===== config.mk =====
export PLATFORM = sky130hd
export DESIGN_NAME = frame_bitmap_allocator
export DESIGN_NICKNAME = d
export VERILOG_FILES = /design/src/rtl/core/fba_pkg.sv /design/src/rtl/core/fba_bitmap_ram.sv /design/src/rtl/core/fba_index_split.sv /design/src/rtl/core/fba_lowest_free.sv /design/src/rtl/core/frame_bitmap_allocator.sv
export SDC_FILE = /design/constraint.sdc
export NUM_CORES = 2
export LEC_CHECK = 0
export BUFFER_PORTS_ARGS = -buffer_cell sky130_fd_sc_hd__buf_4
export CELL_PAD_IN_SITES_DETAIL_PLACEMENT = 1
export CELL_PAD_IN_SITES_GLOBAL_PLACEMENT = 1
export CORE_ASPECT_RATIO = 2
export CORE_MARGIN = 8
export CORE_UTILIZATION = 50
export CTS_CLUSTER_DIAMETER = 150
export CTS_CLUSTER_SIZE = 28
export DETAILED_ROUTE_END_ITERATION = 6
export PLACE_DENSITY_LB_ADDON = 0.1
export REMOVE_ABC_BUFFERS = 1
export SYNTH_ARGS = -nofsm -noshare
export SYNTH_HDL_FRONTEND = slang
export SYNTH_SLANG_ARGS = --single-unit
export TNS_END_PERCENT = 1

===== constraint.sdc =====
create_clock -name clk -period 23.4 [get_ports clk]
set_clock_uncertainty 0.05 [all_clocks]
set_input_delay 2.34 -clock clk [delete_from_list [all_inputs] [get_ports clk]]
set_output_delay 2.34 -clock clk [all_outputs]
set_load 0.01 [all_outputs]

===== src/rtl/core/fba_pkg.sv =====
`timescale 1ns / 1ps

package fba_pkg;

	localparam int FUNC_W   = 2;
	localparam int FRAME_W  = 12;
	localparam int FCOUNT_W = 13;
	localparam int STATUS_W = 2;

	localparam logic [FCOUNT_W-1:0] FCOUNT_RESET = 13'd4096;

	localparam logic [FUNC_W-1:0] FUNC_ALLOC = 2'd0;
	localparam logic [FUNC_W-1:0] FUNC_FREE  = 2'd1;
	localparam logic [FUNC_W-1:0] FUNC_TEST  = 2'd2;

	localparam logic [STATUS_W-1:0] STATUS_DONE    = 2'd0;
	localparam logic [STATUS_W-1:0] STATUS_KEEP    = 2'd1;
	localparam logic [STATUS_W-1:0] STATUS_NOFRAME = 2'd2;

	typedef struct packed {
		logic [FUNC_W-1:0]  func;
		logic [FRAME_W-1:0] current_frame;
		logic [FRAME_W-1:0] frame_number;
		logic               for_kernel;
		logic               writable;
	} fba_req_t;

	typedef struct packed {
		logic [STATUS_W-1:0] status;
		logic [FRAME_W-1:0]  entry_frame;
		logic                entry_present;
		logic                entry_rw;
		logic                entry_user;
		logic                frame_in_use;
	} fba_rsp_t;

	typedef enum logic [3:0] {
		ST_CLEAR,
		ST_IDLE,
		ST_SCAN0,
		ST_SCAN,
		ST_SPLIT,
		ST_SPLIT2,
		ST_READ,
		ST_MODIFY,
		ST_DONE
	} fba_state_t;

endpackage


===== src/rtl/core/fba_bitmap_ram.sv =====
`timescale 1ns / 1ps

module fba_bitmap_ram #(
	parameter int DEPTH  = 128,
	parameter int WIDTH  = 32,
	parameter int ADDR_W = 7
) (
	input  logic              clk,
	input  logic              we,
	input  logic [ADDR_W-1:0] waddr,
	input  logic [WIDTH-1:0]  wdata,
	input  logic [ADDR_W-1:0] raddr,
	output logic [WIDTH-1:0]  rdata
);

	logic [WIDTH-1:0] mem [DEPTH];

	always_ff @(posedge clk) begin
		if (we) begin
			mem[waddr] <= wdata;
		end
	end

	always_ff @(posedge clk) begin
		rdata <= mem[raddr];
	end

endmodule


===== src/rtl/core/fba_index_split.sv =====
`timescale 1ns / 1ps

// Split a frame index into bitmap word and bit position: word = idx / WORD_BITS
// by reciprocal multiply (exact for 12-bit indexes), bit = idx - word * WORD_BITS.
module fba_index_split #(
	parameter int WORD_BITS = 32
) (
	input  logic                                clk,
	input  logic [fba_pkg::FRAME_W-1:0]         idx,
	output logic [fba_pkg::FRAME_W-1:0]         word_s2,
	output logic [$clog2(WORD_BITS)-1:0]        bit_s2
);

	localparam int SHIFT   = 24;
	localparam int RECIP_W = SHIFT + 1;
	localparam int PROD_W  = fba_pkg::FRAME_W + RECIP_W;
	localparam int RECIP   = ((2 ** SHIFT) + WORD_BITS - 1) / WORD_BITS;
	localparam int BW      = $clog2(WORD_BITS);

	logic [PROD_W-1:0]           prod;
	logic [fba_pkg::FRAME_W-1:0] q_s1;
	logic [fba_pkg::FRAME_W-1:0] idx_s1;
	logic [fba_pkg::FRAME_W-1:0] qw;
	logic [fba_pkg::FRAME_W-1:0] rem;

	assign prod = PROD_W'(idx) * PROD_W'(RECIP);

	always_ff @(posedge clk) begin
		q_s1   <= prod[SHIFT +: fba_pkg::FRAME_W];
		idx_s1 <= idx;
	end

	assign qw  = q_s1 * fba_pkg::FRAME_W'(WORD_BITS);
	assign rem = idx_s1 - qw;

	always_ff @(posedge clk) begin
		word_s2 <= q_s1;
		bit_s2  <= rem[BW-1:0];
	end

endmodule


===== src/rtl/core/fba_lowest_free.sv =====
`timescale 1ns / 1ps

// Lowest clear bit among the first 'room' bits of a bitmap word.
module fba_lowest_free #(
	parameter int WIDTH = 32,
	parameter int CW    = 13
) (
	input  logic [WIDTH-1:0]         data,
	input  logic [CW-1:0]            room,
	output logic                     found,
	output logic [$clog2(WIDTH)-1:0] bit_idx
);

	localparam int BW = $clog2(WIDTH);

	logic [WIDTH-1:0] avail;

	always_comb begin
		for (int i = 0; i < WIDTH; i++) begin
			avail[i] = !data[i] && (CW'(i) < room);
		end
	end

	always_comb begin
		bit_idx = '0;
		for (int i = WIDTH - 1; i >= 0; i--) begin
			if (avail[i]) begin
				bit_idx = BW'(i);
			end
		end
	end

	assign found = |avail;

endmodule


===== src/rtl/core/frame_bitmap_allocator.sv =====
`timescale 1ns / 1ps

// First-fit page-frame allocator. One used/free bit per frame lives in a bitmap memory of
// WORD_BITS-bit words with a registered read port. After reset a clearing pass writes every
// word to zero, one per cycle, while no item is taken. Allocate scans the memory one word
// per cycle from word 0 and stops at the first word with a free bit below the frame count,
// or reports that no frame is left once the scan reaches that count. Free and test pass
// the index through the index split and then read its memory word; a free of a nonzero
// frame in range writes the word back with the bit cleared. An allocate of an entry that
// already holds a frame and the unused operation code go straight to the result. One item
// is in work at a time; a new item is taken while the last result still waits at the output
// register. frame_count sets how many frames are handed out, capped at MAX_FRAMES.
module frame_bitmap_allocator #(
	parameter int MAX_FRAMES = 4096,
	parameter int WORD_BITS  = 32
) (
	input  logic                           clk,
	input  logic                           arst_n,
	input  logic                           req_valid,
	output logic                           req_stall,
	input  fba_pkg::fba_req_t              req_item,
	output logic                           rsp_valid,
	input  logic                           rsp_stall,
	output fba_pkg::fba_rsp_t              rsp_item,
	input  logic                           cfg_valid,
	output logic                           cfg_ready,
	input  logic [fba_pkg::FCOUNT_W-1:0]   cfg_data
);

	localparam int NUM_WORDS = (MAX_FRAMES + WORD_BITS - 1) / WORD_BITS;
	localparam int WADDR_W   = (NUM_WORDS > 1) ? $clog2(NUM_WORDS) : 1;
	localparam int BW        = $clog2(WORD_BITS);
	localparam int SPAN_W    = $clog2(NUM_WORDS * WORD_BITS + 1);
	localparam int CW        = (SPAN_W > fba_pkg::FCOUNT_W) ? SPAN_W : fba_pkg::FCOUNT_W;
	localparam logic [WADDR_W-1:0] LAST_WORD = WADDR_W'(NUM_WORDS - 1);
	localparam logic [CW-1:0]      MAX_CW    = CW'(MAX_FRAMES);
	localparam logic [WORD_BITS-1:0] ONE_W   = {{(WORD_BITS-1){1'b0}}, 1'b1};

	fba_pkg::fba_state_t state_q, state_d;

	logic [fba_pkg::FCOUNT_W-1:0] frame_count_q;
	logic [WADDR_W-1:0]           chk_addr_q;
	logic [CW-1:0]                chk_base_q;
	logic [CW-1:0]                limit_q;
	logic [CW-1:0]                limit_d;
	logic [CW-1:0]                room;
	logic [CW-1:0]                found_frame;
	logic [fba_pkg::FRAME_W-1:0]  idx_q;
	fba_pkg::fba_req_t            item_q;
	fba_pkg::fba_rsp_t            res_q;
	fba_pkg::fba_rsp_t            res_init;
	logic                         rsp_valid_q;
	fba_pkg::fba_rsp_t            rsp_item_q;

	logic                         mem_we;
	logic [WADDR_W-1:0]           mem_waddr;
	logic [WORD_BITS-1:0]         mem_wdata;
	logic [WADDR_W-1:0]           mem_raddr;
	logic [WORD_BITS-1:0]         mem_rdata;

	logic [fba_pkg::FRAME_W-1:0]  word_s2;
	logic [BW-1:0]                bit_s2;
	logic [WADDR_W-1:0]           split_addr;
	logic                         in_range;
	logic                         scan_end;
	logic                         hit;
	logic [BW-1:0]                hit_bit;
	logic                         accept;
	logic                         load_rsp;

	fba_bitmap_ram #(
		.DEPTH  (NUM_WORDS),
		.WIDTH  (WORD_BITS),
		.ADDR_W (WADDR_W)
	) u_ram (
		.clk   (clk),
		.we    (mem_we),
		.waddr (mem_waddr),
		.wdata (mem_wdata),
		.raddr (mem_raddr),
		.rdata (mem_rdata)
	);

	fba_index_split #(
		.WORD_BITS (WORD_BITS)
	) u_split (
		.clk     (clk),
		.idx     (idx_q),
		.word_s2 (word_s2),
		.bit_s2  (bit_s2)
	);

	fba_lowest_free #(
		.WIDTH (WORD_BITS),
		.CW    (CW)
	) u_find (
		.data    (mem_rdata),
		.room    (room),
		.found   (hit),
		.bit_idx (hit_bit)
	);

	assign cfg_ready   = 1'b1;
	assign rsp_valid   = rsp_valid_q;
	assign rsp_item    = rsp_item_q;
	assign accept      = req_valid && !req_stall;
	assign split_addr  = WADDR_W'(word_s2);
	assign in_range    = CW'(idx_q) < MAX_CW;
	assign scan_end    = chk_base_q >= limit_q;
	assign room        = limit_q - chk_base_q;
	assign found_frame = chk_base_q + CW'(hit_bit);
	assign limit_d     = (CW'(frame_count_q) < MAX_CW) ? CW'(frame_count_q) : MAX_CW;

	// Result before any bitmap work; later states overwrite what they learn.
	always_comb begin
		res_init = '0;
		res_init.status      = fba_pkg::STATUS_KEEP;
		res_init.entry_frame = req_item.current_frame;
		if (req_item.func == fba_pkg::FUNC_FREE) begin
			res_init.entry_frame = '0;
			if (req_item.current_frame != '0) begin
				res_init.status = fba_pkg::STATUS_DONE;
			end
		end else if (req_item.func == fba_pkg::FUNC_TEST) begin
			res_init.status = fba_pkg::STATUS_DONE;
		end
	end

	always_comb begin
		state_d   = state_q;
		req_stall = 1'b1;
		mem_we    = 1'b0;
		mem_waddr = chk_addr_q;
		mem_wdata = '0;
		mem_raddr = chk_addr_q + WADDR_W'(1);
		load_rsp  = 1'b0;
		unique case (state_q)
			fba_pkg::ST_CLEAR: begin
				mem_we = 1'b1;
				if (chk_addr_q == LAST_WORD) begin
					state_d = fba_pkg::ST_IDLE;
				end
			end
			fba_pkg::ST_IDLE: begin
				req_stall = 1'b0;
				if (req_valid) begin
					priority if (req_item.func == fba_pkg::FUNC_ALLOC &&
							req_item.current_frame == '0) begin
						state_d = fba_pkg::ST_SCAN0;
					end else if (req_item.func == fba_pkg::FUNC_FREE ||
							req_item.func == fba_pkg::FUNC_TEST) begin
						state_d = fba_pkg::ST_SPLIT;
					end else begin
						state_d = fba_pkg::ST_DONE;
					end
				end
			end
			fba_pkg::ST_SCAN0: begin
				mem_raddr = '0;
				state_d   = fba_pkg::ST_SCAN;
			end
			fba_pkg::ST_SCAN: begin
				// read ahead one word; the word under check is chk_addr_q
				if (scan_end) begin
					state_d = fba_pkg::ST_DONE;
				end else if (hit) begin
					mem_we    = 1'b1;
					mem_wdata = mem_rdata | (ONE_W << hit_bit);
					state_d   = fba_pkg::ST_DONE;
				end
			end
			fba_pkg::ST_SPLIT: begin
				state_d = fba_pkg::ST_SPLIT2;
			end
			fba_pkg::ST_SPLIT2: begin
				state_d = fba_pkg::ST_READ;
			end
			fba_pkg::ST_READ: begin
				mem_raddr = split_addr;
				state_d   = fba_pkg::ST_MODIFY;
			end
			fba_pkg::ST_MODIFY: begin
				mem_waddr = split_addr;
				mem_wdata = mem_rdata & ~(ONE_W << bit_s2);
				mem_we    = item_q.func == fba_pkg::FUNC_FREE && in_range && idx_q != '0;
				state_d   = fba_pkg::ST_DONE;
			end
			fba_pkg::ST_DONE: begin
				if (!rsp_valid_q || !rsp_stall) begin
					load_rsp = 1'b1;
					state_d  = fba_pkg::ST_IDLE;
				end
			end
			default: begin
				state_d = fba_pkg::ST_IDLE;
			end
		endcase
	end

	always_ff @(posedge clk or negedge arst_n) begin
		if (!arst_n) begin
			state_q       <= fba_pkg::ST_CLEAR;
			chk_addr_q    <= '0;
			rsp_valid_q   <= 1'b0;
			frame_count_q <= fba_pkg::FCOUNT_RESET;
		end else begin
			state_q <= state_d;
			if (cfg_valid && cfg_ready) begin
				frame_count_q <= cfg_data;
			end
			if (state_q == fba_pkg::ST_CLEAR) begin
				chk_addr_q <= chk_addr_q + WADDR_W'(1);
			end else if (state_q == fba_pkg::ST_SCAN0) begin
				chk_addr_q <= '0;
			end else if (state_q == fba_pkg::ST_SCAN && !scan_end && !hit) begin
				chk_addr_q <= chk_addr_q + WADDR_W'(1);
			end
			if (load_rsp) begin
				rsp_valid_q <= 1'b1;
			end else if (!rsp_stall) begin
				rsp_valid_q <= 1'b0;
			end
		end
	end

	always_ff @(posedge clk) begin
		if (accept) begin
			item_q  <= req_item;
			res_q   <= res_init;
			limit_q <= limit_d;
			idx_q   <= (req_item.func == fba_pkg::FUNC_TEST) ? req_item.frame_number
				: req_item.current_frame;
		end
		if (state_q == fba_pkg::ST_SCAN0) begin
			chk_base_q <= '0;
		end else if (state_q == fba_pkg::ST_SCAN) begin
			if (scan_end) begin
				res_q.status      <= fba_pkg::STATUS_NOFRAME;
				res_q.entry_frame <= '0;
			end else if (hit) begin
				res_q.status        <= fba_pkg::STATUS_DONE;
				res_q.entry_frame   <= found_frame[fba_pkg::FRAME_W-1:0];
				res_q.entry_present <= 1'b1;
				res_q.entry_rw      <= item_q.writable;
				res_q.entry_user    <= !item_q.for_kernel;
			end else begin
				chk_base_q <= chk_base_q + CW'(WORD_BITS);
			end
		end
		if (state_q == fba_pkg::ST_MODIFY && item_q.func == fba_pkg::FUNC_TEST) begin
			res_q.frame_in_use <= in_range && mem_rdata[bit_s2];
		end
		if (load_rsp) begin
			rsp_item_q <= res_q;
		end
	end

	a_noframe_fields: assert property (@(posedge clk) disable iff (!arst_n)
		rsp_valid_q && rsp_item_q.status == fba_pkg::STATUS_NOFRAME
		|-> rsp_item_q.entry_frame == '0 && !rsp_item_q.entry_present)
		else $error("out-of-frames result carries entry fields");

	a_scan_write_ends: assert property (@(posedge clk) disable iff (!arst_n)
		state_q == fba_pkg::ST_SCAN && mem_we |=> state_q == fba_pkg::ST_DONE)
		else $error("scan kept going after marking a frame");

	a_test_only_flag: assert property (@(posedge clk) disable iff (!arst_n)
		rsp_valid_q && rsp_item_q.frame_in_use
		|-> rsp_item_q.status == fba_pkg::STATUS_DONE && !rsp_item_q.entry_present)
		else $error("frame_in_use set on a non-test result");

endmodule


# After elaboration in Yosys (flattened, before gate mapping)
# Memories as Yosys holds them, arrays and structs flattened. A register that Yosys moved wholly into a read port is not among the register bits.
# Index checks and enable logic that the tools add are counted.
# Widths: inputs -> output; s select.
# word_totals
mem_count	1
word_cells	251
register_bits	127
mem_bits_rw	4096
# op_classes
eq_ne	18
reduce_logical	87
n_mux	72
n_addsub	5
n_bitwise	5
n_lt_le_gt_ge	35
shifts	2
# memory_table
memory	depth	width	read_ports	rd_ports_with_merged_regs	write_ports	line	text
u_ram.mem	128	32	1	1	1	fba_bitmap_ram.sv:16	logic [WIDTH-1:0] mem [DEPTH];
# op_table
op	n
$lt 5x13->1 const A	16
$mux 5	32
$lt 4x13->1 const A	8
$mux 32	2
$pmux 32 s2	1
$shl 1x5->32 const A	2
$lt 3x13->1 const A	4
$mux 17	3
$logic_and 1x1->1	38
$logic_not 1->1	37
$pmux 4 s9	1
$and 32x32->32	1
$not 32->32	1
$or 32x32->32	1
$reduce_or 32->1	1
$mux 4	7
$mux 7	4
$lt 1x13->1 const A	2
$lt 2x13->1 const A	2
$mux 12	2
$reduce_bool 12->1	2
$mux 18	1
$eq 4x3->1 const B	4
$mux 14	1
other kinds (32)	51

# Logic depth before layout (Yosys ltp)
# logic_depth
word_depth	40
ltp_mapped	19

# Modules after synthesis
# From an unflattened synthesis, not the netlist that was laid out.
# unflattened
cells_unflattened	6814
hier_area_um2	163875.9
# by_module_without_submodules
mod	instances	area_per_inst_um2	cells_each
fba_bitmap_ram	1	156276.1	5990
frame_bitmap_allocator	1	5859.4	606
fba_lowest_free	1	1218.7	188
fba_index_split	1	521.8	30

# Least setup slack after synthesis
# Ideal clock, no wire load.
# synth_path
path_type	register to register
from	register chk_base_q[5]
to	memory u_ram.mem[0][21], data pin
setup_slack_ns	10.855
path_stages_with_launch	16
t_arrival_ns	10.902
period_less_slack_ns	12.545
required_time_ns	21.757
cell_sequence	dfxtp_1 -> ha_1 -> inv_1 -> fa_1 -> and3_1 -> or3_1 -> a221o_1 -> a211oi_4 -> buf_6 -> a31oi_1 -> nor4_2 -> a21bo_1 -> a311o_1 -> a211oi_2 -> nand2_2 -> o41ai_1
# synth_via
elab_chain_cells	40
# synth_rtl
element	line	text
start: declaration	frame_bitmap_allocator.sv:43	logic [CW-1:0] chk_base_q;
start signal: assignment	frame_bitmap_allocator.sv:247	chk_base_q <= chk_base_q + CW'(WORD_BITS);
$sub 13x13->13	frame_bitmap_allocator.sv:110	assign room = limit_q - chk_base_q;
$lt 5x13->1	fba_lowest_free.sv:20	avail[i] = !data[i] && (CW'(i) < room);
$logic_and 1x1->1	fba_lowest_free.sv:20	
$mux 5 (32 in series)	fba_lowest_free.sv:27	if (avail[i]) begin
$shl 1x5->32	frame_bitmap_allocator.sv:168	mem_wdata = mem_rdata | (ONE_W << hit_bit);
$or 32x32->32	frame_bitmap_allocator.sv:168	
$mux 32	frame_bitmap_allocator.sv:166	end else if (hit) begin
$mux 32 *	frame_bitmap_allocator.sv:164	if (scan_end) begin
$pmux 32 s2 *	frame_bitmap_allocator.sv:137	unique case (state_q)
named net mem_wdata[21]	frame_bitmap_allocator.sv:57	logic [WORD_BITS-1:0] mem_wdata;
end: declaration	fba_bitmap_ram.sv:16	
# Mark *: on every way through the listed nets, which the timed path passes. The rest lies on a longest branch.

# Worst setup path in the final report
# layout_path
from	register chk_base_q[5]
to	memory u_ram.mem[23][25], data pin
# Same word-level chain as after synthesis.

==> summary.md <==
| Metric | Value |
|---|---|
| Switching share of power | `about half` |
| IO Pins | `between 60 and 70` |
| Drt wl/cell | `between 30 and 40 µm` |
| Layout fillers | `around 33000` |
| Slew Viols, Final | `5` |
| Area growth syn-to-layout | `6.85%` |
| CP endpoint kind | `register` |
| Yosys reg bits | `4250` |
| FF-to-FF path depth | `15` |
| Drt pass-1 iters | `6` |
| Die Area | `roughly 0.36 mm²` |
| Count of different cell masters after synthesis | `79` |
| Failing checks | `max-capacitance violations, max-slew violations` |
| Post-DRT Antenna Nets | `0` |
| Synth warn | `0` |
| Root Driver | `clkbuf_16` |
| Max_cap viols | `1` |
| Cells after Synth | `13100` |
| Most used flip-flop cell after synthesis | `edfxtp_1` |
| Reg2reg end | `u_ram.mem[23][25]` |
| Reg2reg start | `chk_base_q[5]` |
| CTS clk-pin slew, worst paths | `0.11 ns` |
| GRT Util Overall | `32.0%` |
| Crit path required time | `23.91 ns` |
| Die Span Y | `841 µm` |
| Hold Path Class | `register to register` |
| DR vias | `about 110k` |
| Post-CTS setup buffer count | `0` |
| Asr flop ratio synth | `less than 1%` |
| Synthesized cell area | `~0.17 mm²` |
| Fin. Hold Viols | `0` |
| Largest net degree at the start of global routing | `roughly 170` |
| First-pass GRT wire length | `roughly 840 mm` |
| TritonCTS clock tree | `done` |
| Tightest Pin Transition | `1.51 ns` |
| Min Tclk post-route | `slightly above 8 ns` |
| CP max FO | `72` |
| Post-synth top area share | `around 73%` |
| # nets final | `~13000` |
| Combinational share of power | `between 50% and 60%` |
| Final hold slack | `0.296 ns` |
| Outcome | `finished, violations left` |
| RSZ-0062 raised after global routing | `no` |
| Total CTS buffers | `between 150 and 200` |
| GR Overflow Total | `0` |
| Starting Density | `between 50% and 60%` |
| Mapped Avg Cell Area | `12.9 µm²` |
| HP Start | `u_split.idx_s1[0]` |
| Yosys top cell by area | `edfxtp_1` |
| Routed WL | `~600 mm` |
| Vias in the first global route | `approximately 120k` |
| Area contributors post-synth | `edfxtp_1, nand2_1, a311oi_1` |
| Pint | `~13 mW` |
| Reg-to-reg slack, setup | `15.27 ns` |
| Placed instance area | `approximately 0.18 mm²` |
| H-tree depth | `4` |
| Clock sink count | `4250` |
| Setup TNS | `0 ns` |
| Port Buffer Count | `65` |
| Clock Latency Late Sink | `roughly 0.94 ns` |
| Net switching power | `between 10 and 15 mW` |
| Critical path class | `register to register` |
| GPL Wtd Cong | `around 0.95` |
| Initial antenna violation count | `36` |
| Slew headroom | `-1.34%` |
| Worst Setup SP | `chk_base_q[5]` |
| Area of all placed cells without fillers | `~0.18 mm²` |
| Final core utilization | `53.6%` |
| Leak pwr | `~60 nW` |
| CP Launch Type | `register` |
| DRC | `0` |
| Most frequent cells in the layout | `nand2_1, edfxtp_1, nand3_1` |
| Cell Pwr Density | `~140 mW/mm²` |
| Crit path capture | `u_ram.mem[23][25]` |
| Flop pwr share | `around 34%` |
| Fmax | `between 0.1 and 0.15 GHz` |
| Sequential fraction of the synthesis area | `74.4%` |
| Maximum VDD drop | `approximately 0.00016 V` |
| Core Area | `0.340 mm²` |
| Horiz. Die Dim | `approximately 430 µm` |
| Initial drt markers | `11000` |
| Final worst-path cycle share | `between 30% and 40%` |
| Clock buffer depth | `4` |
| Worst EP arrival | `around 8.6 ns` |
| # hold bufs at CTS | `0` |
| Row cnt | `just over 300` |
| Number of flops mapped to enable cells by yosys | `4144` |
| Clock power frac | `~14%` |
| Most common cell after layout, fill and taps aside | `nand2_1` |
| Setup violators final | `0` |
| Detailed placement HPWL | `365 mm` |
| Vias per cell | `6.51` |
| Post-cts sizing count | `0` |
| Layout cells sized above 1 | `between 6 and 7%` |
==> flip-flops by register name, summed over array words and instances, names as in the netlist <==
signal / flops
u_ram.mem: 4096
u_ram.rdata: 32
res_q: 18
rsp_item: 18
frame_count_q: 13
limit_q: 13
idx_q: 12
chk_base_q: 8
chk_addr_q: 7
u_split.q_s1: 7
u_split.word_s2: 7
u_split.bit_s2: 5
u_split.idx_s1: 5
item_q: 4
state_q: 4
rsp_valid: 1
==> per-layer routing <==
layer | track usage (%) | wire [µm]
met5 | 0 | 53
met4 | 27.7 | 63300
met3 | 3.49 | 30300
met2 | 55.5 | 299000
met1 | 35.1 | 205000
==> area by class of cell <==
type	instances	area (µm²)	area share, %
Sequential cell	4250	127000	69.6
Multi-Input combinational cell	7910	41500	22.8
Tap cell	4422	5530	3.04
Clock buffer	225	4670	2.57
Timing Repair Buffer	402	3360	1.84
Inverter	20	75.1	0.0413
Antenna cell	26	65.1	0.0358
Clock inverter	4	42.5	0.0234
==> power by group through the flow <==
stage | combinational, mW | clock, mW | sequential, mW
6_report | 13.5 | 3.73 | 8.81
5_1_grt | 14.2 | 3.97 | 8.81
4_1_cts | 13.5 | 3.77 | 8.80
3_5_place_dp | 13.4 | 0 | 8.97
3_3_place_gp | 13.0 | 0 | 8.96
2_1_floorplan | 15.9 | 0 | 8.83
==> cells in the mapped netlist (all sizes together) (19+ instances only) <==
cell and count:
nor2b 20, nand3 1061, nand3b 19, nor2 184
a211oi 228, a311oi 769, dfrtp 24, inv 20
dfxtp 81, buf 109, a31oi 272, a21o 34
mux2 25, edfxtp 4144, and3 522, o21ai 68
o31ai 29, clkbuf 859, nand2 4188, a21oi 297
==> cell families (layout without fill, tap and decap cells) <==
logic type	Yosys count	count (layout)	synth area share (%)
multiplexers	38	38	0.315
AO/OA/AOI/OAI	1760	1760	7.65
flip-flops	4250	4250	74.4
buffers and inverters	988	651	2.21
other	1	27	0.00220
adder cells (fa/ha/maj)	14	14	0.107
AND/OR/NAND/NOR	6083	6083	15.2
XOR/XNOR	14	14	0.0720
==> worst min path at each step <==
| stage | endpoint | depth (start not counted) | slack (ns) |
|---|---|---|---|
| floorplan | u_split.bit_s2[0] | 0 | 0.26 |
| global placement | u_split.bit_s2[0] | 0 | 0.27 |
| detailed placement | u_split.word_s2[1] | 0 | 0.27 |
| CTS | u_split.bit_s2[2] | 0 | 0.30 |
| global route | u_split.word_s2[3] | 0 | 0.30 |
| finish | u_split.bit_s2[0] | 0 | 0.30 |
==> critical path, cell delays in order, from the launching register on <==
cell and delay, ns:
dfxtp_1 0.47, ha_1 0.23, inv_1 0.07, fa_1 0.41, and3_1 0.19, or3_1 0.37, a221o_1 0.36, a211oi_4 0.84
nand3_2 0.33, o211ai_1 0.46, or4b_4 0.58, nor2_1 0.24, nand2_1 0.55, o41ai_2 0.76, buf_4 0.74, buf_4 0.83
==> per-stage QoR <==
stage | cells | worst slack, ns | power, mW
floorplan | 12200 | -49.85 | 24.7
global placement | 17000 | 15.31 | 22.0
detailed placement | 17000 | 15.52 | 22.4
CTS | 17200 | 15.50 | 26.1
global route | 17200 | 15.13 | 27.0
finish | 17300 | 15.27 | 26.1
No activity file was read; power rests on OpenSTA's default activity.
